<file path="config.mk">
export PLATFORM = sky130hd
export DESIGN_NAME = adex_ctrl
export DESIGN_NICKNAME = d
export VERILOG_FILES = /design/src/sv/adex_pkg.sv /design/src/sv/adex_ctrl.sv
export SDC_FILE = /design/constraint.sdc
export NUM_CORES = 1
export LEC_CHECK = 0
export ABC_AREA = 1
export BUFFER_PORTS_ARGS = -buffer_cell sky130_fd_sc_hd__buf_4
export CORE_MARGIN = 2
export CORE_UTILIZATION = 50
export CTS_CLUSTER_SIZE = 30
export DETAILED_ROUTE_END_ITERATION = 7
export MAX_ROUTING_LAYER = met4
export PLACE_DENSITY = 0.75
export SKIP_CTS_REPAIR_TIMING = 1
export SYNTH_ARGS = -nofsm -noshare
export SYNTH_HDL_FRONTEND = slang
export SYNTH_SLANG_ARGS = --single-unit
</file>
<file path="constraint.sdc">
create_clock -name clk_i -period 1.7 [get_ports clk_i]
set_clock_uncertainty 0.15 [all_clocks]
set_input_delay 0.255 -clock clk_i [delete_from_list [all_inputs] [get_ports clk_i]]
set_output_delay 0.255 -clock clk_i [all_outputs]
set_load 0.005 [all_outputs]
</file>
<file path="src/sv/adex_pkg.sv">
// package: types, constants and helper functions of the adex neuron step
package adex_pkg;

  localparam int unsigned DT_OVER_C_SHIFT_DEF   = 8;
  localparam int unsigned DT_OVER_TAU_SHIFT_DEF = 12;
  localparam int unsigned EXP_TABLE_BITS_DEF    = 8;

  localparam int unsigned ADDR_W = 5;
  localparam int unsigned DIV_W  = 48;

  localparam logic signed [31:0] G_LEAK_RST  = 32'sd1966080;
  localparam logic signed [31:0] E_LEAK_RST  = -32'sd4626842;
  localparam logic        [30:0] SLOPE_RST   = 31'd131072;
  localparam logic signed [31:0] V_THRESH_RST = -32'sd3303014;
  localparam logic signed [31:0] ADAPT_A_RST = 32'sd262144;
  localparam logic signed [31:0] V_RESET_RST = -32'sd4626842;
  localparam logic signed [31:0] ADAPT_B_RST = 32'sd5275648;
  localparam logic signed [31:0] V_PEAK_RST  = 32'sd1310720;

  localparam logic [47:0] U_MAX_MAG = 48'd655360;
  localparam logic [47:0] U_MIN_MAG = 48'd786432;
  localparam logic signed [33:0] LOG2E_Q = 34'sd94548;

  localparam logic [2:0] REG_G_LEAK   = 3'd0;
  localparam logic [2:0] REG_E_LEAK   = 3'd1;
  localparam logic [2:0] REG_SLOPE    = 3'd2;
  localparam logic [2:0] REG_V_THRESH = 3'd3;
  localparam logic [2:0] REG_ADAPT_A  = 3'd4;
  localparam logic [2:0] REG_V_RESET  = 3'd5;
  localparam logic [2:0] REG_ADAPT_B  = 3'd6;
  localparam logic [2:0] REG_V_PEAK   = 3'd7;

  typedef struct packed {
    logic signed [31:0] g_leak;
    logic signed [31:0] e_leak;
    logic        [30:0] slope_factor;
    logic signed [31:0] v_thresh;
    logic signed [31:0] adapt_a;
    logic signed [31:0] v_reset;
    logic signed [31:0] adapt_b;
    logic signed [31:0] v_peak;
  } cfg_t;

  typedef enum logic [3:0] {
    OP_NONE,
    OP_LOAD,
    OP_DIV,
    OP_LOG2E,
    OP_INTERP,
    OP_SHIFT,
    OP_MEXG,
    OP_MEXD,
    OP_MLEAK,
    OP_MADAPT,
    OP_UPDATE
  } op_e;

  typedef struct packed {
    op_e op;
  } cmd_t;

  typedef struct packed {
    logic div_done;
    logic spike;
    logic out_free;
  } status_t;

  function automatic logic [17:0] pow2_poly(input logic [16:0] x);
    logic [63:0] t;
    t = 64'd5155;
    t = 64'd14822 + ((t * 64'(x)) >> 16);
    t = 64'd45559 + ((t * 64'(x)) >> 16);
    t = 64'd65536 + ((t * 64'(x)) >> 16);
    return t[17:0];
  endfunction

  function automatic logic signed [31:0] qsat(input logic signed [67:0] p);
    logic signed [67:0] s;
    s = p >>> 16;
    if (s > 68'sd2147483647) return 32'sh7fffffff;
    if (s < -68'sd2147483648) return 32'sh80000000;
    return s[31:0];
  endfunction

  function automatic logic signed [31:0] sat35(input logic signed [34:0] v);
    if (v > 35'sd2147483647) return 32'sh7fffffff;
    if (v < -35'sd2147483648) return 32'sh80000000;
    return v[31:0];
  endfunction

endpackage

</file>
<file path="src/sv/adex_ctrl.sv">
// sequencer for one euler tick
module adex_ctrl (
  input  logic              clk_i,
  input  logic              rst_ni,
  input  logic              in_valid_i,
  output logic              in_ready_o,
  input  adex_pkg::status_t status_i,
  output adex_pkg::cmd_t    cmd_o
);
  import adex_pkg::*;

  typedef enum logic [9:0] {
    S_IDLE   = 10'b0000000001,
    S_DIV    = 10'b0000000010,
    S_EXP1   = 10'b0000000100,
    S_EXP2   = 10'b0000001000,
    S_EXP3   = 10'b0000010000,
    S_MEXG   = 10'b0000100000,
    S_MEXD   = 10'b0001000000,
    S_MLEAK  = 10'b0010000000,
    S_MADAPT = 10'b0100000000,
    S_UPD    = 10'b1000000000
  } state_e;

  state_e state_q, state_d;

  assign in_ready_o = (state_q == S_IDLE);

  always_comb begin
    state_d    = state_q;
    cmd_o.op   = OP_NONE;
    case (state_q)
      S_IDLE: begin
        if (in_valid_i) begin
          cmd_o.op = OP_LOAD;
          state_d  = S_DIV;
        end
      end
      S_DIV: begin
        if (status_i.spike) begin
          state_d = S_UPD;
        end else begin
          cmd_o.op = OP_DIV;
          if (status_i.div_done) state_d = S_EXP1;
        end
      end
      S_EXP1: begin
        cmd_o.op = OP_LOG2E;
        state_d  = S_EXP2;
      end
      S_EXP2: begin
        cmd_o.op = OP_INTERP;
        state_d  = S_EXP3;
      end
      S_EXP3: begin
        cmd_o.op = OP_SHIFT;
        state_d  = S_MEXG;
      end
      S_MEXG: begin
        cmd_o.op = OP_MEXG;
        state_d  = S_MEXD;
      end
      S_MEXD: begin
        cmd_o.op = OP_MEXD;
        state_d  = S_MLEAK;
      end
      S_MLEAK: begin
        cmd_o.op = OP_MLEAK;
        state_d  = S_MADAPT;
      end
      S_MADAPT: begin
        cmd_o.op = OP_MADAPT;
        state_d  = S_UPD;
      end
      S_UPD: begin
        if (status_i.out_free) begin
          cmd_o.op = OP_UPDATE;
          state_d  = S_IDLE;
        end
      end
      default: state_d = S_IDLE;
    endcase
  end

  always_ff @(posedge clk_i or negedge rst_ni) begin
    if (!rst_ni) begin
      state_q <= S_IDLE;
    end else begin
      state_q <= state_d;
    end
  end
endmodule

</file>
==> results.cfg <==
[timing]
relSlewSlack_pct = 87.85
fmax_mhz = 520.2
slew_viol_final = 0
holdWs_ps = 58.13
hold_violations = 0
worstMarginPinSlew_ps = 181.6
grt_setup_unrepaired = true
period_needed_ps = 1922
fin_ws_ps = -222.5
setup-tns-final_ps = -826.3
timing.final.crit_share_pct = 113.1
setup_viol = 5

[pwr]
power_frac_clock_pct = 18.5
power_mw = 1.204
vdd_drop_max_mv = 1.036
p_int_uw = 730.2
p_leak_nw = 0.5684
power_density_nw_per_um2 = 1286
p_sw_share_pct = 39.34
p_comb_share_pct = 55.1
p_switching_uw = 473.7
seqPwrFrac_pct = 26.4

[cells_and_area]
fin_nets = 127
regMostFlops = state_q
largest_register_ffs = 10
n_fill_cell = 104
largest_registers = state_q: 10 flops
n_antenna_cell = 0
area_growth_pct = 38.78
final_cell_mix = 19 x inv_1, 18 x buf_4, 16 x nand2_1, 13 x nor2_1, 9 x dfrtp_1
final_common_cell = inv_1
drive_gt1_share_pct = 40.83
stdcell_area_um2 = 935.9

[synth]
synth.top_cell.area_share_pct = 33.40
yosysUniqueCellTypes = 18
ys_warn_count = 0
synth_area_um2 = 674.4
synthCells = 94
ys_ff_latch = 10
synth_top_area_cell = dfrtp_1
seq_area_frac_synth_pct = 37.29
synth.avg_cell_area_um2 = 7.174
ys_top_cells_by_area = dfrtp_1 33%, inv_1 13%, nand2_1 11%
synthesis.nets = 100

[floorplan]
die_h_um = 40.73
start_util_pct = 52.48
dieArea_um2 = 1659
rows = 13
core_um2 = 1285
io_pins = 11
die_width_um = 40.73

[worst_setup_path]
reg2reg_slack_ps = 80
worstSetupPathType = reg2out
crit_chain = nor2_2 -> nand2_2 -> inv_2 -> nand4_1 -> nand2_1 -> nor2_2 -> inv_2 -> buf_6
cpPeakStageDelay_ps = 550
worstSetupEndpoint = cmd_o[2]
crit_fanout = 4
crit_required_ps = 1290
rr_worst_depth = 10
end_kind = output pin
reg2reg_from = state_q[5]$_DFFE_PN0P_
timing.rr.end = state_q[0]$_DFFE_PN1P_
cp-start-kind = flop
startpoint = state_q[0]$_DFFE_PN1P_
crit_slowest_cell = dfstp_2
crit_arrival_ps = 1520

[route]
post_drt_via_cell_ratio = 4.874
drt_first_pass_iters = 4
drcViolationCount = 0
wire_per_inst_um = 11.24
first_iter_violations = 15
ant_nets = 0
vias = 658
routed_wl_mm = 1.518

[run_status]
violations = negative setup slack
run_status = finished with violations

[global_routing]
met2_usage_pct = 34.52
met1_usage_pct = 23.26
met3_usage_pct = 1.630
antenna_found_initial = 0
grt_busiest_layer = met2
grt_pass1_vias = 555
grt_pass1_wl_mm = 2.145
grt_max_degree = 11
grt_use_total_pct = 20.42
globalRouteOverflowTotal = 0

[clock_network]
cts_buffers = 3
clk_pin_slew_ps = 70
clock-sinks = 10
cts_tree = built
h-tree-depth = 1
cts.path.max_buffers = 2
cts-root-buf = clkbuf_4
insertion_delay_ps = 270

[placed_design]
dp_slack_ps = -18.77
gp_congestion = 0.8155
io_buffers = 10
detailed_place_hpwl_mm = 1.132
post_dp_cell_area_um2 = 783.3

[min_path]
hold_path_class = in2reg

[job]
cap_violations = 0
[worst min-delay path by stage]
| stage | startpoint | to | cells after the start |
|---|---|---|---|
| after CTS | rst_ni | state_q[8]$_DFFE_PN0P_ | 1 |
| final | status_i[2] | state_q[1]$_DFFE_PN0P_ | 2 |
| after floorplan | rst_ni | state_q[1]$_DFFE_PN0P_ | 0 |
| after global routing | status_i[2] | state_q[1]$_DFFE_PN0P_ | 2 |
| after global placement | rst_ni | state_q[9]$_DFFE_PN0P_ | 1 |
| after detailed placement | rst_ni | state_q[8]$_DFFE_PN0P_ | 1 |
[stage by stage]
| stage | utilization (%) | cells |
|---|---|---|
| after floorplan | - | 94 |
| final | 72.83 | 135 |
| after detailed placement | 60.95 | 121 |
| after CTS | 63.78 | 125 |
| after global placement | 60.95 | 121 |
| after global routing | 72.83 | 135 |
[critical path: cells and delay by family, from the launching register on]
kind                   cells  cell delay [ps]
DFF                        1              550
buffers and inverters      3              210
and+or+nand+nor            5              480
[cells in the mapped netlist, drive strengths merged]
cell     n
dfstp    1
nand4    4
nor3     1
nand3    8
inv     24
nand3b   1
nor2    23
o211ai   1
o21ai    1
dfrtp    9
nand2   21
[per-layer routing]
layer	vias to the layer above	share of wire, %
met3	5	3.1
met2	12	54
li1	332	-
met5	-	0
met4	0	2.0
met1	309	41
[area by class of cell]
class / instances / area, µm² / area share [%]
clock buffers: 4 / 36.28 / 3.877
inverters: 24 / 90.09 / 9.626
multi-input cells: 60 / 360.3 / 38.50
flip-flops and latches: 10 / 251.5 / 26.87
well taps: 15 / 18.77 / 2.005
repair buffers: 22 / 178.9 / 19.12
[power by group through the flow]
stage	combinational (mW)	clock (mW)	sequential (mW)
final	0.664	0.223	0.318
after global routing	0.715	0.230	0.327
after CTS	0.513	0.221	0.313
after detailed placement	0.510	0	0.317
after global placement	0.495	0	0.316
after floorplan	0.351	0	0.312
[kinds of logic (layout without fill, tap and decap cells)]
family | after synthesis | count (layout) | share of synthesized area [%]
AO/OA/AOI/OAI | 2 | 2 | 1.855
buffers and inverters | 24 | 50 | 13.36
flip-flops | 10 | 10 | 37.29
AND/OR/NAND/NOR | 58 | 58 | 47.49
Power figures use the tool's default switching activity.
