==> config.mk <==
export PLATFORM = sky130hd
export DESIGN_NAME = adex_regs
export DESIGN_NICKNAME = d
export VERILOG_FILES = /design/src/sv/adex_pkg.sv /design/src/sv/adex_regs.sv
export SDC_FILE = /design/constraint.sdc
export NUM_CORES = 1
export LEC_CHECK = 0
export BUFFER_PORTS_ARGS = -buffer_cell sky130_fd_sc_hd__buf_2
export CAP_MARGIN = 30
export CELL_PAD_IN_SITES_DETAIL_PLACEMENT = 0
export CELL_PAD_IN_SITES_GLOBAL_PLACEMENT = 1
export CORE_ASPECT_RATIO = 0.5
export CORE_UTILIZATION = 38
export CTS_CLUSTER_SIZE = 30
export DETAILED_ROUTE_END_ITERATION = 7
export PLACE_DENSITY_LB_ADDON = 0.05
export SYNTH_ARGS = -nofsm -noshare
export SYNTH_HDL_FRONTEND = slang
export SYNTH_SLANG_ARGS = --single-unit
==> constraint.sdc <==
create_clock -name clk_i -period 1.35 [get_ports clk_i]
set_input_delay 0.2025 -clock clk_i [delete_from_list [all_inputs] [get_ports clk_i]]
set_output_delay 0.2025 -clock clk_i [all_outputs]
set_load 0.01 [all_outputs]
==> src/sv/adex_pkg.sv <==
// package: types, constants and helper functions of the adex neuron step
package adex_pkg;

  localparam int unsigned DT_OVER_C_SHIFT_DEF   = 8;
  localparam int unsigned DT_OVER_TAU_SHIFT_DEF = 12;
  localparam int unsigned EXP_TABLE_BITS_DEF    = 8;

  localparam int unsigned ADDR_W = 5;
  localparam int unsigned DIV_W  = 48;

  localparam logic signed [31:0] G_LEAK_RST  = 32'sd1966080;
  localparam logic signed [31:0] E_LEAK_RST  = -32'sd4626842;
  localparam logic        [30:0] SLOPE_RST   = 31'd131072;
  localparam logic signed [31:0] V_THRESH_RST = -32'sd3303014;
  localparam logic signed [31:0] ADAPT_A_RST = 32'sd262144;
  localparam logic signed [31:0] V_RESET_RST = -32'sd4626842;
  localparam logic signed [31:0] ADAPT_B_RST = 32'sd5275648;
  localparam logic signed [31:0] V_PEAK_RST  = 32'sd1310720;

  localparam logic [47:0] U_MAX_MAG = 48'd655360;
  localparam logic [47:0] U_MIN_MAG = 48'd786432;
  localparam logic signed [33:0] LOG2E_Q = 34'sd94548;

  localparam logic [2:0] REG_G_LEAK   = 3'd0;
  localparam logic [2:0] REG_E_LEAK   = 3'd1;
  localparam logic [2:0] REG_SLOPE    = 3'd2;
  localparam logic [2:0] REG_V_THRESH = 3'd3;
  localparam logic [2:0] REG_ADAPT_A  = 3'd4;
  localparam logic [2:0] REG_V_RESET  = 3'd5;
  localparam logic [2:0] REG_ADAPT_B  = 3'd6;
  localparam logic [2:0] REG_V_PEAK   = 3'd7;

  typedef struct packed {
    logic signed [31:0] g_leak;
    logic signed [31:0] e_leak;
    logic        [30:0] slope_factor;
    logic signed [31:0] v_thresh;
    logic signed [31:0] adapt_a;
    logic signed [31:0] v_reset;
    logic signed [31:0] adapt_b;
    logic signed [31:0] v_peak;
  } cfg_t;

  typedef enum logic [3:0] {
    OP_NONE,
    OP_LOAD,
    OP_DIV,
    OP_LOG2E,
    OP_INTERP,
    OP_SHIFT,
    OP_MEXG,
    OP_MEXD,
    OP_MLEAK,
    OP_MADAPT,
    OP_UPDATE
  } op_e;

  typedef struct packed {
    op_e op;
  } cmd_t;

  typedef struct packed {
    logic div_done;
    logic spike;
    logic out_free;
  } status_t;

  function automatic logic [17:0] pow2_poly(input logic [16:0] x);
    logic [63:0] t;
    t = 64'd5155;
    t = 64'd14822 + ((t * 64'(x)) >> 16);
    t = 64'd45559 + ((t * 64'(x)) >> 16);
    t = 64'd65536 + ((t * 64'(x)) >> 16);
    return t[17:0];
  endfunction

  function automatic logic signed [31:0] qsat(input logic signed [67:0] p);
    logic signed [67:0] s;
    s = p >>> 16;
    if (s > 68'sd2147483647) return 32'sh7fffffff;
    if (s < -68'sd2147483648) return 32'sh80000000;
    return s[31:0];
  endfunction

  function automatic logic signed [31:0] sat35(input logic signed [34:0] v);
    if (v > 35'sd2147483647) return 32'sh7fffffff;
    if (v < -35'sd2147483648) return 32'sh80000000;
    return v[31:0];
  endfunction

endpackage

==> src/sv/adex_regs.sv <==
// apb configuration register bank
module adex_regs (
  input  logic                          clk_i,
  input  logic                          rst_ni,
  input  logic                          psel,
  input  logic                          penable,
  input  logic                          pwrite,
  input  logic [adex_pkg::ADDR_W-1:0]   paddr,
  input  logic [31:0]                   pwdata,
  output logic [31:0]                   prdata,
  output logic                          pready,
  output adex_pkg::cfg_t                cfg_o
);
  import adex_pkg::*;

  cfg_t       cfg_q;
  logic [2:0] idx;
  logic       wr;

  assign idx    = paddr[ADDR_W-1:2];
  assign wr     = psel && penable && pwrite;
  assign pready = 1'b1;
  assign cfg_o  = cfg_q;

  always_ff @(posedge clk_i or negedge rst_ni) begin
    if (!rst_ni) begin
      cfg_q.g_leak       <= G_LEAK_RST;
      cfg_q.e_leak       <= E_LEAK_RST;
      cfg_q.slope_factor <= SLOPE_RST;
      cfg_q.v_thresh     <= V_THRESH_RST;
      cfg_q.adapt_a      <= ADAPT_A_RST;
      cfg_q.v_reset      <= V_RESET_RST;
      cfg_q.adapt_b      <= ADAPT_B_RST;
      cfg_q.v_peak       <= V_PEAK_RST;
    end else if (wr) begin
      case (idx)
        REG_G_LEAK:   cfg_q.g_leak       <= pwdata;
        REG_E_LEAK:   cfg_q.e_leak       <= pwdata;
        REG_SLOPE:    cfg_q.slope_factor <= pwdata[30:0];
        REG_V_THRESH: cfg_q.v_thresh     <= pwdata;
        REG_ADAPT_A:  cfg_q.adapt_a      <= pwdata;
        REG_V_RESET:  cfg_q.v_reset      <= pwdata;
        REG_ADAPT_B:  cfg_q.adapt_b      <= pwdata;
        REG_V_PEAK:   cfg_q.v_peak       <= pwdata;
        default:      ;
      endcase
    end
  end

  always_comb begin
    case (idx)
      REG_G_LEAK:   prdata = cfg_q.g_leak;
      REG_E_LEAK:   prdata = cfg_q.e_leak;
      REG_SLOPE:    prdata = {1'b0, cfg_q.slope_factor};
      REG_V_THRESH: prdata = cfg_q.v_thresh;
      REG_ADAPT_A:  prdata = cfg_q.adapt_a;
      REG_V_RESET:  prdata = cfg_q.v_reset;
      REG_ADAPT_B:  prdata = cfg_q.adapt_b;
      REG_V_PEAK:   prdata = cfg_q.v_peak;
      default:      prdata = '0;
    endcase
  end
endmodule

==> impl_metrics.yaml, run 1 <==
global_routing:
  grt_pass1_vias: 9860
  grt_usage: 0.248
  use_met1: 0.350
  antenna_found_initial: 1
  grt_overflow: 0
  grt_use_met3: 0.0385
  grt_max_degree: 42
  grt_pass1_wl_um: 60800
  met2_usage: 0.403
  grt.busiest_layer: "met2"
sta:
  finalClockSkew_ns: 0
  timing.fmax_mhz: 518
  setup-tns-final_ns: -22.75
  post-route-period-util: 1.43
  hold_slack_ns: 0.0277
  setup_slack_ns: -0.581
  grt_setup_unrepaired: "yes"
  hold_viol_final: 0
  setup_violations: 129
  maxSlewViolCount: 0
  period_needed_ns: 1.93
drt:
  drc: 0
  drtIter0Drc: 433
  num_vias: 9340
  wl_per_cell_um: 21.6
  ant_nets: 0
  drtPass1Iterations: 4
  routed_wl_um: 39700
  routed_via_density: 5.08
clocking:
  cts_buffers: 26
  clock_latency_ns: 0.53
  path_clk_slew_ns: 0.06
  cts_sinks: 255
  clock_path_buffers: 3
  cts_tree: "built"
  cts_root_buf: "clkbuf_16"
  cts_htree_levels: 1
synthesis:
  ys_warn_count: 0
  async_flop_share: 1.00
  ys_ff_latch: 255
  synth.area.top_cells: "dfrtp_1, mux2_2, dfstp_2, mux2i_1, a21oi_1"
  synth_area_um2: 11900
  synth_top_area_share: 0.380
  seq_area_frac_synth: 0.544
  ys.flop_type: "dfrtp_1"
  postSynthCellCount: 910
  syn_avg_cell_area_um2: 13.1
  synth_edf_count: 0
  yosys.cell_types.count: 38
  syn_nets: 952
  synth_area_leader_cell: "dfrtp_1"
place:
  dpl.cell_count: 1719
  gp_congestion: 0.848
  place_area_um2: 15200
  place_ws_ns: -0.448
  io_buffers: 326
  place_hpwl_um: 27400
critical_path:
  worst-path-buf-inv: 1
  worstPathArrival_ns: 1.73
  cp.depth: 5
  cp_cell_sequence: "nand2b_1 -> a221oi_2 -> a21oi_1 -> a21oi_2 -> buf_2"
  worst_setup_path_start_kind: "flop"
  cp.required_ns: 1.15
  r2r_cells: 3
  slowest_delay_ns: 0.55
  path_delay_family: "flip-flops"
  end_kind: "output pin"
  criticalPathCategory: "flop to output pin"
  cp_slowest_cell: "dfstp_2"
  crit_fanout: 2
worst_hold_path:
  hold_path.class: "primary input to flop"
  hold_depth: 2
cells_and_area:
  nets: 1437
  largest_reg_flops: 255
  syn2layout_area_growth_pct: 48.5
  final.fill_count: 2634
  layout-drive-gt1-share: 0.660
  final_area_um2: 17700
  final_cells: 1839
run_status:
  status: "finished, violations left"
  violations: "setup timing"
floorplan:
  dieArea_um2: 32100
  row_count: 45
  ios: 330
  die-width_um: 252
  dieHeight_um: 127
  start_util: 0.390
  core_um2: 30600
power_and_ir_drop:
  vdd_drop_max_mv: 1.07
  p_per_area_nw_per_um2: 1470
  p_leak_nw: 8.29
job:
  cap_violations: 0
-- cells in the mapped netlist, drive strengths merged, types with 2 or more instances --
cell      n
clkbuf   15
a31oi     2
a211oi   25
buf      50
nand2    33
mux2i    58
a22oi     2
o22ai     3
nor3      2
nor2b     3
mux2    253
a221oi    4
nand3    23
nand2b   10
dfstp    74
o21ai    27
nor2     44
inv       4
o22a      4
a22o      5
dfrtp   181
a21oi    57
nor3b    23
-- layout by cell type (no fill, tap or decap), drive strengths merged, types with 5 or more instances in the layout --
| cell | netlist | routed |
|---|---|---|
| clkbuf | 15 | 41 |
| buf | 50 | 500 |
| a211oi | 25 | 25 |
| nor2 | 44 | 44 |
| dfstp | 74 | 74 |
| nand2b | 10 | 10 |
| nand2 | 33 | 33 |
| dlygate4sd3 | 0 | 22 |
| nand3 | 23 | 23 |
| a21oi | 57 | 57 |
| mux2 | 253 | 253 |
| mux2i | 58 | 58 |
| a22o | 5 | 5 |
| dfrtp | 181 | 181 |
| o21ai | 27 | 27 |
| nor3b | 23 | 23 |
-- cells by family after synthesis --
kind of cell	synth area share
muxes	0.290
DFF	0.544
and+or+nand+nor	0.0654
AOI/OAI and AO/OA	0.0659
buffers and inverters	0.0350
other	0.000315
-- cell type report --
type / instances / area, um2 / area share
well taps: 423 / 529 / 0.0299
diodes: 1 / 2.50 / 0.000141
multi-input cells: 586 / 5360 / 0.303
flip-flops and latches: 255 / 6470 / 0.366
repair buffers: 522 / 4460 / 0.252
inverters: 4 / 15.0 / 0.000849
clock inverters: 7 / 65.1 / 0.00368
clock buffers: 41 / 788 / 0.0446
-- final timing paths --
| kind | start | slack, ns | endpoint |
|---|---|---|---|
| max | cfg_o[210] | -0.58 | prdata[19] |
| max in group asynchronous | rst_ni | 0.52 | cfg_o[77] |
| max reg2reg | cfg_o[101] | 0.34 | cfg_o[101] |
| min in group asynchronous | rst_ni | 0.17 | cfg_o[195] |
| min reg2reg | cfg_o[177] | 0.51 | cfg_o[177] |
| min | pwdata[11] | 0.03 | cfg_o[202] |
-- power by group --
group / total, mW / leakage (nW) / internal, mW / switching, mW
registers: 10.8 / 3.08 / 9.48 / 1.31
clock network: 7.26 / 0.415 / 4.19 / 3.07
logic: 7.92 / 4.80 / 4.51 / 3.41
total: 26.0 / 8.29 / 18.2 / 7.79
-- routing by layer --
layer | vias to the layer above | share of wire
met5 | - | 0
met4 | 0 | 0.021
met3 | 51 | 0.042
met2 | 220 | 0.47
met1 | 4778 | 0.46
li1 | 4291 | -
-- repair_timing --
item | 4_1_cts | 5_1_grt
hold buffers | 22 | 0
gates resized for setup | 211 | 50
pin swaps | 34 | 14
endpoints found under the hold margin | 293 | 0
buffers inserted | 38 | 25
setup endpoints to repair | 119 | 141
-- worst reg2reg max path, stage by stage (launching register included) --
cell,delay (ns)
dfrtp_1,0.39
buf_6,0.13
buf_4,0.12
mux2_2,0.25
-- metrics by stage --
step           total power, mW  utilization
3_3_place_gp              17.0        0.496
5_1_grt                   27.3        0.579
2_1_floorplan             13.7            -
3_5_place_dp              17.1        0.496
6_report                  26.0        0.579
4_1_cts                   26.0        0.569
(Power assumes the default switching activity.)
==> inputs of run 2 (changes only) <==
- CORE_UTILIZATION: 38 -> 39
- CTS_BUF_LIST: default -> sky130_fd_sc_hd__clkbuf_4 sky130_fd_sc_hd__clkbuf_8
==> impl_metrics.yaml, run 2 (same netlist as run 1, synthesis figures left out) <==
run_status:
  status: "finished, violations left"
  violations: "setup timing"
floorplan:
  start_util: 0.404
  dieHeight_um: 126
  core_um2: 29500
  ios: 330
  row_count: 44
  dieArea_um2: 31300
  die-width_um: 249
cells_and_area:
  final_area_um2: 17900
  final.fill_count: 2486
  diodes: 0
  layout-drive-gt1-share: 0.667
  multi_input_area_um2: 5400
  register_area_um2: 6470
  layout_common_cells: "mux2_2, buf_2, buf_6"
  nets: 1464
  largest_reg_flops: 255
  syn2layout_area_growth_pct: 50.4
  layout_commonest_cell: "mux2_2"
sta:
  period_needed_ns: 2.01
  maxSlewViolCount: 0
  hold_slack_ns: 0.142
  timing.fmax_mhz: 497
  grt_setup_unrepaired: "yes"
  post-route-period-util: 1.49
  setup_slack_ns: -0.661
  setup-tns-final_ns: -24.40
  hold_viol_final: 0
  setup_violations: 142
  finalClockSkew_ns: 0
critical_path:
  crit_fanout: 2
  slowest_delay_ns: 0.53
  worst_setup_path_start_kind: "flop"
  worstPathArrival_ns: 1.81
  cp.required_ns: 1.15
  criticalPathCategory: "flop to output pin"
  worst-path-buf-inv: 1
  r2r_slack_ns: 0.32
  path_delay_family: "flip-flops"
  end_kind: "output pin"
  cp_cell_sequence: "nand2b_1 -> a221oi_2 -> a21oi_1 -> a21oi_2 -> buf_2"
  cp_slowest_cell: "dfstp_2"
clocking:
  clock_latency_ns: 0.54
  clock_path_buffers: 3
  cts_htree_levels: 2
  cts_buffers: 39
  cts_sinks: 255
  cts_tree: "built"
  cts_root_buf: "clkbuf_8"
  path_clk_slew_ns: 0.06
drt:
  wl_per_cell_um: 21.7
  routed_wl_um: 40000
  routed_via_density: 5.20
  drtIter0Drc: 378
  drc: 0
  ant_nets: 0
  drtPass1Iterations: 4
  num_vias: 9576
global_routing:
  grt_max_degree: 51
  grt_pass1_vias: 10100
  grt_pass1_wl_um: 60900
  grt_usage: 0.254
  antenna_found_initial: 0
  grt_overflow: 0
power_and_ir_drop:
  combPwrFrac: 0.316
  switching_share: 0.303
  p_per_area_nw_per_um2: 1450
  switchingPower_mw: 7.87
  power_mw: 26.0
  p_seq_frac: 0.416
  p_int_mw: 18.1
  clkPwrFrac: 0.268
  vdd_drop_max_mv: 0.892
  p_leak_nw: 8.44
worst_hold_path:
  hold_path.class: "primary input to async pin"
place:
  io_buffers: 326
  place_ws_ns: -0.345
  place_hpwl_um: 26800
  place_area_um2: 15000
  gp_congestion: 0.825
job:
  cap_violations: 0
==> run 2: worst register-to-register path: stages, from the launching register on <==
cell     delay (ns)
dfstp_2        0.38
buf_6          0.11
buf_6          0.10
buf_4          0.12
mux2_2         0.26
==> run 2: worst paths after layout <==
path,from,endpoint,depth (start not counted)
worst max-delay path,cfg_o[210],prdata[19],5
worst min-delay path,rst_ni,cfg_o[138],2
worst max register to register,cfg_o[197],cfg_o[197],4
worst min register to register,cfg_o[4],cfg_o[4],1
max in group asynchronous,rst_ni,cfg_o[214],3
min in group clk_i,paddr[4],cfg_o[188],6
==> run 2: area by class of cell <==
type,count,share of cell area
inverters,4,0.000838
clock buffers,69,0.0467
repair buffers,536,0.262
well taps,391,0.0273
flip-flops and latches,255,0.361
clock inverters,2,0.000698
multi-input cells,586,0.301
==> run 2: power groups by stage <==
stage	Clock, mW	Sequential, mW	Combinational, mW
floorplan	0	11.3	2.42
global placement	0	10.8	6.12
detailed placement	0	10.8	6.18
CTS	7.14	10.8	7.74
global route	7.49	11.0	8.78
finish	6.95	10.8	8.22
==> run 2: repair_timing <==
item	in CTS	in global routing
hold buffers	33	0
pin swaps	36	23
endpoints found under the hold margin	431	0
setup endpoints to repair	133	199
resized for setup	200	82
setup buffers	49	46
==> run 2: per-layer routing <==
metal / up-vias / part of all wire / wire length, um / track usage
met3: 45 / 0.051 / 2060 / 0.0562
li1: 4332 / - / - / -
met4: 0 / 0.016 / 645 / 0.0617
met5: - / 0 / 0 / 0
met2: 223 / 0.48 / 19300 / 0.415
met1: 4976 / 0.45 / 18000 / 0.344
==> run 2: stage by stage <==
| stage | utilization | instances |
|---|---|---|
| floorplan | - | 910 |
| global placement | 0.507 | 1665 |
| detailed placement | 0.507 | 1665 |
| CTS | 0.589 | 1813 |
| global route | 0.607 | 1843 |
| finish | 0.607 | 1843 |
